**src/hdl/bpq_pkg.sv**
```systemverilog
// ----------------------------------------------------------------------------
// bpq_pkg
// Shared types and constants of the bounded priority queue: field widths,
// parameter defaults, request codes, controller states and command group.
// ----------------------------------------------------------------------------
package bpq_pkg;

    // Field widths fixed by the request and result formats
    localparam int PRIO_W = 32;
    localparam int CFG_W  = 5;

    // Defaults for the top-level parameters
    localparam int DEF_CAPACITY = 16;
    localparam int DEF_TAG_BITS = 16;

    // max_size after reset
    localparam logic [CFG_W-1:0] MAX_SIZE_RESET = 5'd16;

    // Request operation codes
    typedef enum logic {
        CMD_ENQ = 1'b0,
        CMD_DEQ = 1'b1
    } cmd_t;

    // Controller states
    typedef enum logic [1:0] {
        ST_IDLE,
        ST_EXEC,
        ST_LOAD
    } ctrl_state_t;

    // Commands from controller to datapath
    typedef struct packed {
        logic capture;  // latch the accepted request
        logic exec;     // apply the operation to the sorted list
        logic load;     // fill the output register
    } dp_cmd_t;

endpackage

```
**src/hdl/bpq_req_if.sv**
```systemverilog
// ----------------------------------------------------------------------------
// bpq_req_if
// Request channel of the bounded priority queue: valid/ready plus the
// operation, priority and tag of one request.
// ----------------------------------------------------------------------------
interface bpq_req_if
    import bpq_pkg::*;
#(
    parameter int TAG_BITS = DEF_TAG_BITS
);
    logic                valid;
    logic                ready;
    logic                cmd;
    logic [PRIO_W-1:0]   priority_req;
    logic [TAG_BITS-1:0] tag;

    modport source (output valid, output cmd, output priority_req, output tag,
                    input ready);
    modport sink   (input valid, input cmd, input priority_req, input tag,
                    output ready);
endinterface

```
**src/hdl/bpq_rsp_if.sv**
```systemverilog
// ----------------------------------------------------------------------------
// bpq_rsp_if
// Result channel of the bounded priority queue: valid/ready plus the
// dequeued entry, drop flag, fill count and best/worst priority.
// ----------------------------------------------------------------------------
interface bpq_rsp_if
    import bpq_pkg::*;
#(
    parameter int TAG_BITS = DEF_TAG_BITS,
    parameter int CNT_W    = $clog2(DEF_CAPACITY + 1)
);
    logic                valid;
    logic                ready;
    logic                out_valid;
    logic [TAG_BITS-1:0] out_tag;
    logic [PRIO_W-1:0]   out_priority;
    logic                dropped;
    logic [CNT_W-1:0]    count;
    logic [PRIO_W-1:0]   best_priority;
    logic [PRIO_W-1:0]   worst_priority;

    modport source (output valid, output out_valid, output out_tag,
                    output out_priority, output dropped, output count,
                    output best_priority, output worst_priority,
                    input ready);
    modport sink   (input valid, input out_valid, input out_tag,
                    input out_priority, input dropped, input count,
                    input best_priority, input worst_priority,
                    output ready);
endinterface

```
**src/hdl/bpq_ctrl.sv**
```systemverilog
// ----------------------------------------------------------------------------
// bpq_ctrl
// Sequencing controller: accepts one request, runs the list update, then
// loads the output register once it is free, and tracks its occupancy.
// ----------------------------------------------------------------------------
module bpq_ctrl
    import bpq_pkg::*;
(
    input  logic    clk,
    input  logic    rst_n,
    input  logic    req_valid,
    output logic    req_ready,
    output logic    rsp_valid,
    input  logic    rsp_ready,
    output dp_cmd_t dp_cmd
);

    ctrl_state_t state_reg, state_next;
    logic        full_reg, full_next;
    logic        out_free;

    // Hold state and output occupancy
    always_ff @(posedge clk or negedge rst_n)
    begin
        if (!rst_n)
        begin
            state_reg <= ST_IDLE;
            full_reg  <= 1'b0;
        end
        else
        begin
            state_reg <= state_next;
            full_reg  <= full_next;
        end
    end

    assign out_free  = !full_reg || rsp_ready;
    assign rsp_valid = full_reg;

    // Next state and commands
    always_comb
    begin
        state_next = state_reg;
        req_ready  = 1'b0;
        dp_cmd     = '0;
        case (state_reg)
            ST_IDLE:
            begin
                req_ready      = 1'b1;
                dp_cmd.capture = req_valid;
                if (req_valid)
                    state_next = ST_EXEC;
            end
            ST_EXEC:
            begin
                dp_cmd.exec = 1'b1;
                state_next  = ST_LOAD;
            end
            ST_LOAD:
            begin
                // wait for the output register to drain
                if (out_free)
                begin
                    dp_cmd.load = 1'b1;
                    state_next  = ST_IDLE;
                end
            end
            default:
            begin
                state_next = ST_IDLE;
            end
        endcase
    end

    // Fill on load, empty when the receiver takes the result
    always_comb
    begin
        if (dp_cmd.load)
            full_next = 1'b1;
        else if (rsp_ready)
            full_next = 1'b0;
        else
            full_next = full_reg;
    end

endmodule

```
**src/hdl/bpq_dp.sv**
```systemverilog
// ----------------------------------------------------------------------------
// bpq_dp
// Datapath: request register, sorted row of (priority, tag) cells with a
// comparator per cell, result staging and the output register.
// ----------------------------------------------------------------------------
module bpq_dp
    import bpq_pkg::*;
#(
    parameter int CAPACITY = DEF_CAPACITY,
    parameter int TAG_BITS = DEF_TAG_BITS,
    parameter int CNT_W    = $clog2(DEF_CAPACITY + 1)
)
(
    input  logic                clk,
    input  logic                rst_n,
    input  dp_cmd_t             dp_cmd,
    input  logic                cfg_we,
    input  logic [CFG_W-1:0]    cfg_wdata,
    input  logic                req_cmd,
    input  logic [PRIO_W-1:0]   req_priority,
    input  logic [TAG_BITS-1:0] req_tag,
    output logic                out_valid,
    output logic [TAG_BITS-1:0] out_tag,
    output logic [PRIO_W-1:0]   out_priority,
    output logic                dropped,
    output logic [CNT_W-1:0]    count,
    output logic [PRIO_W-1:0]   best_priority,
    output logic [PRIO_W-1:0]   worst_priority
);

    localparam int IDX_W = (CAPACITY > 1) ? $clog2(CAPACITY) : 1;
    localparam int CMP_W = (CNT_W > CFG_W) ? CNT_W : CFG_W;

    // Configuration and request registers
    logic [CFG_W-1:0]    max_size_reg;
    cmd_t                cmd_reg;
    logic [PRIO_W-1:0]   prio_reg;
    logic [TAG_BITS-1:0] tag_reg;

    // Sorted list
    logic [PRIO_W-1:0]   entry_prio_reg [CAPACITY];
    logic [TAG_BITS-1:0] entry_tag_reg  [CAPACITY];
    logic [PRIO_W-1:0]   entry_prio_next [CAPACITY];
    logic [TAG_BITS-1:0] entry_tag_next  [CAPACITY];
    logic [CNT_W-1:0]    count_reg, count_next;
    logic [CAPACITY-1:0] le;

    // Staged result of the last operation
    logic                hit_reg, hit_next;
    logic [TAG_BITS-1:0] rtag_reg, rtag_next;
    logic [PRIO_W-1:0]   rprio_reg, rprio_next;
    logic                drop_reg, drop_next;

    // Output register
    logic                out_valid_reg;
    logic [TAG_BITS-1:0] out_tag_reg;
    logic [PRIO_W-1:0]   out_prio_reg;
    logic                dropped_reg;
    logic [CNT_W-1:0]    count_out_reg;
    logic [PRIO_W-1:0]   best_reg;
    logic [PRIO_W-1:0]   worst_reg;

    logic [CNT_W-1:0]    cnt_inc;
    logic [CNT_W-1:0]    cnt_m1;
    logic [CMP_W-1:0]    lim;
    logic                not_full;
    logic [IDX_W-1:0]    last_idx;

    // Hold configuration
    always_ff @(posedge clk or negedge rst_n)
    begin
        if (!rst_n)
            max_size_reg <= MAX_SIZE_RESET;
        else if (cfg_we)
            max_size_reg <= cfg_wdata;
    end

    // Latch the accepted request
    always_ff @(posedge clk)
    begin
        if (dp_cmd.capture)
        begin
            cmd_reg  <= cmd_t'(req_cmd);
            prio_reg <= req_priority;
            tag_reg  <= req_tag;
        end
    end

    // Per-cell compare and shift; le marks held entries not above the key
    for (genvar i = 0; i < CAPACITY; i++)
    begin : g_cell
        logic [PRIO_W-1:0]   dn_p, up_p;
        logic [TAG_BITS-1:0] dn_t, up_t;
        logic                ins;

        assign le[i] = (CNT_W'(i) < count_reg) && (entry_prio_reg[i] <= prio_reg);

        if (i == 0)
        begin : g_head
            assign dn_p = prio_reg;
            assign dn_t = tag_reg;
            assign ins  = 1'b1;
        end
        else
        begin : g_body
            assign dn_p = entry_prio_reg[i-1];
            assign dn_t = entry_tag_reg[i-1];
            assign ins  = le[i-1];
        end

        if (i == CAPACITY - 1)
        begin : g_tail
            assign up_p = entry_prio_reg[i];
            assign up_t = entry_tag_reg[i];
        end
        else
        begin : g_inner
            assign up_p = entry_prio_reg[i+1];
            assign up_t = entry_tag_reg[i+1];
        end

        // keep, take the new pair, or shift toward the tail / head
        always_comb
        begin
            if (cmd_reg == CMD_DEQ)
            begin
                entry_prio_next[i] = up_p;
                entry_tag_next[i]  = up_t;
            end
            else if (le[i])
            begin
                entry_prio_next[i] = entry_prio_reg[i];
                entry_tag_next[i]  = entry_tag_reg[i];
            end
            else if (ins)
            begin
                entry_prio_next[i] = prio_reg;
                entry_tag_next[i]  = tag_reg;
            end
            else
            begin
                entry_prio_next[i] = dn_p;
                entry_tag_next[i]  = dn_t;
            end
        end

        always_ff @(posedge clk)
        begin
            if (dp_cmd.exec)
            begin
                entry_prio_reg[i] <= entry_prio_next[i];
                entry_tag_reg[i]  <= entry_tag_next[i];
            end
        end
    end

    // Fill count and result of the operation
    assign cnt_inc  = count_reg + CNT_W'(1);
    assign cnt_m1   = count_reg - CNT_W'(1);
    assign not_full = count_reg < CNT_W'(CAPACITY);
    assign lim      = (CMP_W'(max_size_reg) > CMP_W'(CAPACITY)) ?
                      CMP_W'(CAPACITY) : CMP_W'(max_size_reg);

    always_comb
    begin
        count_next = count_reg;
        hit_next   = 1'b0;
        rtag_next  = '0;
        rprio_next = '0;
        drop_next  = 1'b0;
        if (cmd_reg == CMD_DEQ)
        begin
            if (count_reg != '0)
            begin
                hit_next   = 1'b1;
                rtag_next  = entry_tag_reg[0];
                rprio_next = entry_prio_reg[0];
                count_next = cnt_m1;
            end
        end
        else if (not_full)
        begin
            // insert, then drop the tail when over the limit
            if (CMP_W'(cnt_inc) > lim)
                drop_next = 1'b1;
            else
                count_next = cnt_inc;
        end
        else
        begin
            drop_next = 1'b1;
        end
    end

    always_ff @(posedge clk or negedge rst_n)
    begin
        if (!rst_n)
            count_reg <= '0;
        else if (dp_cmd.exec)
            count_reg <= count_next;
    end

    always_ff @(posedge clk)
    begin
        if (dp_cmd.exec)
        begin
            hit_reg   <= hit_next;
            rtag_reg  <= rtag_next;
            rprio_reg <= rprio_next;
            drop_reg  <= drop_next;
        end
    end

    // Load the output register from the updated list
    assign last_idx = cnt_m1[IDX_W-1:0];

    always_ff @(posedge clk)
    begin
        if (dp_cmd.load)
        begin
            out_valid_reg <= hit_reg;
            out_tag_reg   <= rtag_reg;
            out_prio_reg  <= rprio_reg;
            dropped_reg   <= drop_reg;
            count_out_reg <= count_reg;
            if (count_reg == '0)
            begin
                best_reg  <= '1;
                worst_reg <= '1;
            end
            else
            begin
                best_reg  <= entry_prio_reg[0];
                worst_reg <= entry_prio_reg[last_idx];
            end
        end
    end

    assign out_valid      = out_valid_reg;
    assign out_tag        = out_tag_reg;
    assign out_priority   = out_prio_reg;
    assign dropped        = dropped_reg;
    assign count          = count_out_reg;
    assign best_priority  = best_reg;
    assign worst_priority = worst_reg;

endmodule

```
**src/hdl/bounded_priority_queue.sv**
```systemverilog
// ----------------------------------------------------------------------------
// bounded_priority_queue
// Sorted k-best list of (priority, tag) pairs with enqueue and dequeue.
// ----------------------------------------------------------------------------
// Usage:
//   req carries one request: cmd selects enqueue (insert the pair after
//   entries of equal priority, dropping the tail beyond max_size) or dequeue
//   (remove and return the smallest entry). rsp returns exactly one result per
//   request: the dequeued entry, the drop flag, the fill count and the best
//   and worst priority held (all ones when the list is empty).
//   cfg_we/cfg_wdata write max_size; write it only while the block is idle.
// Timing:
//   A request passes capture, list update and output load, each registered.
//   The load waits while an untaken result holds the output register, and a
//   new request is taken only once the previous one has been loaded. The
//   controller sequence runs a single update of the cell row, whose
//   comparators all work in parallel.
// Reset:
//   Clears the list to empty and sets max_size to 16; entry storage keeps
//   no defined value until written.
// Stall:
//   A new request is taken while a result waits in the output register; the
//   following load is held until that result is taken.
// ----------------------------------------------------------------------------
module bounded_priority_queue
    import bpq_pkg::*;
#(
    parameter int CAPACITY = DEF_CAPACITY,
    parameter int TAG_BITS = DEF_TAG_BITS,
    parameter int CNT_W    = $clog2(CAPACITY + 1)
)
(
    input  logic             clk,
    input  logic             rst_n,
    bpq_req_if.sink          req,
    bpq_rsp_if.source        rsp,
    input  logic             cfg_we,
    input  logic [CFG_W-1:0] cfg_wdata
);

    dp_cmd_t dp_cmd;

    // Sequence each request
    bpq_ctrl u_ctrl (
        .clk       (clk),
        .rst_n     (rst_n),
        .req_valid (req.valid),
        .req_ready (req.ready),
        .rsp_valid (rsp.valid),
        .rsp_ready (rsp.ready),
        .dp_cmd    (dp_cmd)
    );

    // Hold and update the sorted list
    bpq_dp #(
        .CAPACITY (CAPACITY),
        .TAG_BITS (TAG_BITS),
        .CNT_W    (CNT_W)
    ) u_dp (
        .clk            (clk),
        .rst_n          (rst_n),
        .dp_cmd         (dp_cmd),
        .cfg_we         (cfg_we),
        .cfg_wdata      (cfg_wdata),
        .req_cmd        (req.cmd),
        .req_priority   (req.priority_req),
        .req_tag        (req.tag),
        .out_valid      (rsp.out_valid),
        .out_tag        (rsp.out_tag),
        .out_priority   (rsp.out_priority),
        .dropped        (rsp.dropped),
        .count          (rsp.count),
        .best_priority  (rsp.best_priority),
        .worst_priority (rsp.worst_priority)
    );

`ifndef NO_ASSERTIONS
    // Fill count never exceeds storage
    a_count_bound: assert property (@(posedge clk) disable iff (!rst_n)
        rsp.valid |-> (rsp.count <= CNT_W'(CAPACITY)))
        else $error("fill count above capacity");

    // Empty list reports all-ones best and worst
    a_empty_marks: assert property (@(posedge clk) disable iff (!rst_n)
        (rsp.valid && rsp.count == '0) |->
        (rsp.best_priority == '1 && rsp.worst_priority == '1))
        else $error("empty list reports a priority");

    // Sorted order: best never above worst
    a_sorted: assert property (@(posedge clk) disable iff (!rst_n)
        (rsp.valid && rsp.count != '0) |->
        (rsp.best_priority <= rsp.worst_priority))
        else $error("best priority above worst");

    // A drop only comes from an enqueue, which returns no entry
    a_drop_no_entry: assert property (@(posedge clk) disable iff (!rst_n)
        (rsp.valid && rsp.dropped) |-> !rsp.out_valid)
        else $error("drop reported with a returned entry");
`endif

endmodule
```
**src/flat_wrapper.sv**
```systemverilog
// flat-port wrapper written by rule: the top's interface ports become plain ports
module bounded_priority_queue_flat import bpq_pkg::*;
#(
    parameter int CAPACITY = DEF_CAPACITY,
    parameter int TAG_BITS = DEF_TAG_BITS,
    parameter int CNT_W    = $clog2(CAPACITY + 1)
)
  (clk, rst_n, cfg_we, cfg_wdata, req_valid, req_cmd, req_priority_req, req_tag, req_ready, rsp_valid, rsp_out_valid, rsp_out_tag, rsp_out_priority, rsp_dropped, rsp_count, rsp_best_priority, rsp_worst_priority, rsp_ready);
  bpq_req_if #(.TAG_BITS(TAG_BITS)) req_i ();
  bpq_rsp_if #(.TAG_BITS(TAG_BITS), .CNT_W(CNT_W)) rsp_i ();
  input  logic clk;
  input  logic rst_n;
  input  logic cfg_we;
  input  logic [CFG_W-1:0] cfg_wdata;
  input wire logic [$bits(req_i.valid)-1:0] req_valid;
  input wire logic [$bits(req_i.cmd)-1:0] req_cmd;
  input wire logic [$bits(req_i.priority_req)-1:0] req_priority_req;
  input wire logic [$bits(req_i.tag)-1:0] req_tag;
  output wire logic [$bits(req_i.ready)-1:0] req_ready;
  output wire logic [$bits(rsp_i.valid)-1:0] rsp_valid;
  output wire logic [$bits(rsp_i.out_valid)-1:0] rsp_out_valid;
  output wire logic [$bits(rsp_i.out_tag)-1:0] rsp_out_tag;
  output wire logic [$bits(rsp_i.out_priority)-1:0] rsp_out_priority;
  output wire logic [$bits(rsp_i.dropped)-1:0] rsp_dropped;
  output wire logic [$bits(rsp_i.count)-1:0] rsp_count;
  output wire logic [$bits(rsp_i.best_priority)-1:0] rsp_best_priority;
  output wire logic [$bits(rsp_i.worst_priority)-1:0] rsp_worst_priority;
  input wire logic [$bits(rsp_i.ready)-1:0] rsp_ready;
  assign req_i.valid = req_valid;
  assign req_i.cmd = req_cmd;
  assign req_i.priority_req = req_priority_req;
  assign req_i.tag = req_tag;
  assign req_ready = req_i.ready;
  assign rsp_valid = rsp_i.valid;
  assign rsp_out_valid = rsp_i.out_valid;
  assign rsp_out_tag = rsp_i.out_tag;
  assign rsp_out_priority = rsp_i.out_priority;
  assign rsp_dropped = rsp_i.dropped;
  assign rsp_count = rsp_i.count;
  assign rsp_best_priority = rsp_i.best_priority;
  assign rsp_worst_priority = rsp_i.worst_priority;
  assign rsp_i.ready = rsp_ready;
  bounded_priority_queue #(.CAPACITY(CAPACITY), .TAG_BITS(TAG_BITS), .CNT_W(CNT_W)) u_core (.clk(clk), .rst_n(rst_n), .req(req_i), .rsp(rsp_i), .cfg_we(cfg_we), .cfg_wdata(cfg_wdata));
endmodule
```
**config.mk**
```make
export PLATFORM = sky130hd
export DESIGN_NAME = bounded_priority_queue_flat
export DESIGN_NICKNAME = d
export VERILOG_FILES = /design/src/hdl/bpq_pkg.sv /design/src/hdl/bpq_req_if.sv /design/src/hdl/bpq_rsp_if.sv /design/src/hdl/bpq_ctrl.sv /design/src/hdl/bpq_dp.sv /design/src/hdl/bounded_priority_queue.sv /design/src/flat_wrapper.sv
export SDC_FILE = /design/constraint.sdc
export NUM_CORES = 2
export LEC_CHECK = 0
export BUFFER_PORTS_ARGS = -buffer_cell sky130_fd_sc_hd__buf_4
export CAP_MARGIN = 10
export CELL_PAD_IN_SITES_DETAIL_PLACEMENT = 0
export CELL_PAD_IN_SITES_GLOBAL_PLACEMENT = 1
export CORE_MARGIN = 8
export CORE_UTILIZATION = 55
export DETAILED_ROUTE_END_ITERATION = 10
export PLACE_DENSITY = 0.91
export SYNTH_ARGS = -nofsm -noshare
export SYNTH_HDL_FRONTEND = slang
export SYNTH_SLANG_ARGS = --single-unit
```
**constraint.sdc**
```tcl
create_clock -name clk -period 11 [get_ports clk]
set_input_delay 0 -clock clk [delete_from_list [all_inputs] [get_ports clk]]
set_output_delay 0 -clock clk [all_outputs]
set_load 0.005 [all_outputs]
```
# Yosys cells after proc, flatten, opt, wreduce, memory -nomap -nowiden
# Memory sizes are Yosys's and may differ from the RTL's. A register that Yosys moved wholly into a read port is not among the register bits.
# Index checks and enable logic that the tools add are counted.
# Widths: inputs -> output; s select.
[word_totals]
register_bits = 199
mem_bits_rw = 768
output_inout_bits = 121
elab_cells = 202
n_memories = 2
[memory_table]
columns = ["memory", "depth", "word_bits", "read_ports", "rd_clocked_by_memory_dff", "write_ports", "line_no", "text"]
rows = [
  ["u_core.u_dp.entry_prio_reg", 16, 32, 17, 1, 16, "bpq_dp.sv:41", "logic [PRIO_W-1:0] entry_prio_reg [CAPACITY];"],
  ["u_core.u_dp.entry_tag_reg", 16, 16, 16, 0, 16, "bpq_dp.sv:42", "logic [TAG_BITS-1:0] entry_tag_reg [CAPACITY];"],
]
[op_classes]
add_sub_neg = 2
n_lt_le_gt_ge = 35
n_eq_ne = 6
n_mux = 114
reduce_logical = 26
[ops]
columns = ["op", "count"]
rows = [
  ["$mux 32", 47],
  ["$mux 16", 47],
  ["$le 32x32->1", 16],
  ["$lt 4x5->1 const A", 8],
  ["$mux 5", 5],
  ["$lt 3x5->1 const A", 4],
  ["$logic_and 1x1->1", 16],
  ["$mux 1", 12],
  ["$lt 1x5->1 const A", 2],
  ["$lt 2x5->1 const A", 2],
  ["$ne 2x2->1 const B", 3],
  ["$pmux 2 s3", 1],
  ["$add 5x1->5 const B", 1],
  ["$gt 5x5->1", 1],
  ["$gt 5x5->1 const B", 1],
  ["$logic_not 5->1", 1],
  ["$lt 5x5->1 const B", 1],
  ["$reduce_bool 5->1", 1],
  ["$sub 5x1->5 const B", 1],
  ["$mux 2", 2],
  ["$reduce_and 2->1", 2],
  ["$reduce_and 4->1", 1],
  ["$reduce_bool 2->1", 2],
  ["$eq 2x1->1 const B", 1],
  ["other kinds (5)", 5],
]

# Longest topological paths before layout
[logic_depth]
depth_word = 6
ltp_mapped = 13
ltp_nobuf = 10

# Hierarchy
# Synthesis repeated with hierarchy kept, for this count alone.
[unflattened]
cells_unflattened = 6051
hier_area_um2 = 63978.9
[by_module_without_submodules]
columns = ["mod", "instances", "cells_each", "area_each_um2"]
rows = [
  ["bpq_dp", 1, 6038, 63838.7],
  ["bpq_ctrl", 1, 13, 140.1],
]

# Least setup slack after synthesis
# OpenSTA, ideal clock, no wires.
[synth_path]
path_type = "flip-flop to flip-flop"
startpoint = "register u_core.u_ctrl.state_reg[0]"
endpoint = "register u_core.u_dp.best_reg[0], in the netlist u_core.u_dp.best_priority[0], read port of u_core.u_dp.entry_prio_reg, enable pin"
arrival_ps = 5811
required_time_ps = 10387
path_slack_ps = 4576
path_stages_with_launch = 3
path_buffers = 0
synth_period_minus_slack_ps = 6424
path_cell_list = "dfrtp_1 nand2b_1 nor2b_1"
[synth_lines]
columns = ["element", "line_no", "text"]
rows = [
  ["start, declared", "bpq_ctrl.sv:18", "ctrl_state_t state_reg, state_next;"],
  ["start signal, assigned", "bpq_ctrl.sv:32", "state_reg <= state_next;"],
  ["end, declared", "bpq_dp.sv:60", "logic [PRIO_W-1:0] best_reg;"],
]

==> load_flow_metrics.sql <==
INSERT INTO impl_metrics (metric_group, metric, value, unit) VALUES
('run_status', 'status', 'complete, but fails checks', ''),
('run_status', 'failed_checks', 'capacitance limit, slew limit', ''),
('clocking', 'clkTransAtPathRegs', '0.07', 'ns'),
('worst_setup_path', 'cp_cell_sequence', 'inv_1 > ha_1 > nand4_1 > nor4_1 > nand2_1 > nand2_1 > o2bb2ai_4 > buf_4 > or2_2 > buf_4 > a221o_1', ''),
('worst_setup_path', 'max_fo_critical_path', '50', ''),
('global_route', 'initial_antenna_violation_count', '14', ''),
('global_route', 'vias_in_the_first_global_route', '51146', ''),
('cells_and_area', 'area.growth.synth_to_final', '11.4', '%'),
('worst_setup_path', 'endpoint_of_the_lowest_slack_register_to_register_path', 'u_core.u_dp.entry_prio_reg[1][0]', ''),
('worst_setup_path', 'worstPathRequired', '11.48', 'ns'),
('sta', 'final-setup-viol-count', '0', ''),
('worst_setup_path', 'crit_path_arrival_time', '6.33', 'ns'),
('sta', 'worst_slew_margin_rel', '-1.54', '%'),
('sta', 'setup_tns', '0', 'ns'),
('power_and_ir_drop', 'switchingPower', '9030', 'uW'),
('drt', 'routed_wirelength', '259000', 'um'),
('place', 'routabilityCongestion', '1.04', ''),
('drt', 'vias', '54261', ''),
('die', 'floorplan_die_width', '354', 'um'),
('hold_path', 'min_delay_worst_endpoint', 'u_core.u_dp.g_cell[0].dn_p[10]', ''),
('synth', 'synth-edff-count', '986', ''),
('place', 'io_buffers', '179', ''),
('synth', 'synth_top_cell_by_area', 'sky130_fd_sc_hd__edfxtp_1', ''),
('die', 'floorplan.die_area', '125000', 'um^2'),
('hold_path', 'timing.hold.worst.class', 'primary input to flop', ''),
('sta', 'grt_setup_unrepaired', 'false', ''),
('die', 'ioPinCount', '180', ''),
('clocking', 'cts_tree', 'done', ''),
('drt', 'first_pass_iters', '8', ''),
('power_and_ir_drop', 'p_leak', '0.0260', 'uW'),
('sta', 'minimum_clock_period', '5.84', 'ns'),
('clocking', 'clk_root_buffer_cell', 'sky130_fd_sc_hd__clkbuf_16', ''),
('cells_and_area', 'design.final.nets', '6014', ''),
('worst_setup_path', 'cpMaxStageDelayCell', 'sky130_fd_sc_hd__nor4_1', ''),
('worst_setup_path', 'sum_of_buffers_and_inverters_on_the_critical_path', '3', ''),
('global_route', 'globalRouteTotalUtil', '39.4', '%'),
('global_route', 'grt_pass1_wl', '366000', 'um'),
('worst_setup_path', 'cp_slowest_stage_delay', '1.31', 'ns'),
('cells_and_area', 'layout.cell_area.non_filler', '69900', 'um^2'),
('drt', 'post_route_drc_violation_count', '0', ''),
('power_and_ir_drop', 'comb_power_share', '48.6', '%'),
('clocking', 'cts_inserted_buffers', '109', ''),
('clocking', 'clkLatencyLatePin', '0.74', 'ns'),
('run', 'number_of_maximum_capacitance_constraint_violations', '1', ''),
('worst_setup_path', 'ff2ff_setup_slack', '5.16', 'ns'),
('drt', 'drt.antenna.violating_nets', '0', ''),
('die', 'floorplan_core_area', '114000', 'um^2'),
('worst_setup_path', 'critical_path_cell_count', '11', ''),
('die', 'initial_utilization', '55.2', '%'),
('clocking', 'htree_num_levels', '3', ''),
('hold_path', 'worst_hold_startpoint', 'req_priority_req[10]', ''),
('drt', 'drt_iter0_markers', '9858', ''),
('worst_setup_path', 'worstSetupEndpointType', 'flop', ''),
('global_route', 'globalRoute.totalOverflow', '0', ''),
('worst_setup_path', 'worst_path_dominant_cell_family', 'simple AND/OR/NAND/NOR gates', ''),
('synth', 'ys_top_cells_by_area', 'sky130_fd_sc_hd__edfxtp_1 47%, sky130_fd_sc_hd__ha_1 10%, sky130_fd_sc_hd__a31o_2 7.1%', ''),
('worst_setup_path', 'ff2ff_path_depth', '11', ''),
('power_and_ir_drop', 'power_report.internal_total', '11300', 'uW'),
('place', 'placed_area', '65500', 'um^2'),
('power_and_ir_drop', 'worst_ir_drop_vdd', '0.289', 'mV'),
('sta', 'final_count_of_hold_timing_violations', '0', ''),
('synth', 'synthesis.nets', '6031', ''),
('sta', 'timing_max_transition_violations_final', '2', ''),
('global_route', 'maximum_number_of_pins_on_one_net_before_global_route_repair', '198', ''),
('synth', 'syn_inst', '5451', ''),
('synth', 'synth_seq_cells', '999', ''),
('cells_and_area', 'flip_flop_count_of_the_largest_register_all_copies_and_words_added', '512', ''),
('clocking', 'post_cts_buffers', '0', ''),
('drt', 'routedWlPerCell', '36.7', 'um'),
('cells_and_area', 'num-fill-cells', '8981', ''),
('cells_and_area', 'drive_gt1_share', '23.2', '%');
==> cells by family (layout without fill, tap and decap cells) <==
group,count (synthesis),count (layout),share of synthesized area [%]
buf+inv,598,674,3.86
fa+ha+maj,521,521,10.4
flops,999,999,47.7
compound gates,1691,1691,20.9
other cells,0,4,0
xor+xnor,6,6,0.0837
mux,212,212,6.67
simple gates,1424,1424,10.4
==> layout make-up <==
class                           instances  area, um^2  area share, %
Antenna cell                            4        10.0         0.0143
Clock buffer                          128        2860           4.09
Clock inverter                         76         764           1.09
Inverter                              109         418          0.598
Multi-Input combinational cell       3854       31000           44.4
Sequential cell                       999       29900           42.8
Tap cell                             1512        1890           2.71
Timing Repair Buffer                  361        3010           4.31
==> metal layers <==
layer	GRT usage, %	share of wire (%)	up-vias	wire length, um
met4	20.5	6.2	12	16000
met3	13.7	16	945	40600
met1	54.1	37	26364	96700
met5	0	0.035	-	90
met2	54.8	41	5065	105000
li1	-	-	21875	-
==> through the flow <==
stage	worst slack, ns	utilization [%]	std cells	power (uW)
2_1_floorplan	4.58	-	5451	12100
3_3_place_gp	5.52	57.5	6752	15700
3_5_place_dp	5.51	57.6	6754	15900
4_1_cts	5.50	61.5	7038	19700
5_1_grt	5.37	61.5	7040	20600
6_report	5.16	61.5	7043	20300
==> how the worst max path moves through the flow <==
stage	start	endpoint	slack, ns
finish	u_core.u_dp.g_cell[0].dn_p[9]	u_core.u_dp.entry_prio_reg[1][0]	5.16
global route	u_core.u_dp.g_cell[0].dn_p[13]	u_core.u_dp.entry_prio_reg[1][0]	5.37
CTS	u_core.u_dp.g_cell[0].dn_p[9]	u_core.u_dp.entry_prio_reg[1][0]	5.50
detailed placement	u_core.u_dp.g_cell[0].dn_p[9]	u_core.u_dp.entry_prio_reg[1][0]	5.51
global placement	u_core.u_dp.g_cell[0].dn_p[10]	u_core.u_dp.entry_prio_reg[1][0]	5.52
floorplan	u_core.u_ctrl.state_reg[0]	u_core.u_dp.best_priority[0]	4.58
==> repair_timing <==
item | 4_1_cts | 5_1_grt
resized for setup | 0 | 0
hold buffers | 80 | 0
hold endpoints to repair | 70 | 0
==> cell usage in the layout, fill, tap and decap left out, types with 46 or more instances in the layout <==
cell,synthesis,layout
sky130_fd_sc_hd__edfxtp_1,986,986
sky130_fd_sc_hd__nand2_1,870,868
sky130_fd_sc_hd__o31ai_1,574,574
sky130_fd_sc_hd__ha_1,521,520
sky130_fd_sc_hd__a31o_2,511,511
sky130_fd_sc_hd__buf_4,8,273
sky130_fd_sc_hd__a21oi_1,198,192
sky130_fd_sc_hd__mux4_2,160,160
sky130_fd_sc_hd__nand4_1,142,142
sky130_fd_sc_hd__clkbuf_16,0,110
sky130_fd_sc_hd__inv_1,107,106
sky130_fd_sc_hd__a31o_1,100,100
sky130_fd_sc_hd__dlygate4sd3_1,0,80
sky130_fd_sc_hd__nand3_1,71,71
sky130_fd_sc_hd__nor2_1,72,54
sky130_fd_sc_hd__mux2_2,52,52
sky130_fd_sc_hd__and3_1,50,49
sky130_fd_sc_hd__o32ai_1,47,47
sky130_fd_sc_hd__o21ai_0,47,46
==> power by group through the flow <==
stage	Sequential, uW	Clock [uW]	Combinational [uW]
after global routing	6630	3960	10100
after floorplan	6210	0	5880
after CTS	6520	3830	9390
after global placement	6570	0	9150
after detailed placement	6590	0	9350
final	6600	3830	9870
==> worst register-to-register path, delay by kind of cell, from the launching register on <==
family / cells / cell delay, ns
AND/OR/NAND/NOR: 5 / 2.93
buffers and inverters: 3 / 1.49
flip-flops: 1 / 0.48
AO/OA/AOI/OAI: 2 / 0.44
adder cells (fa/ha/maj): 1 / 0.28
Note: power is estimated with default switching activity, not from simulation.
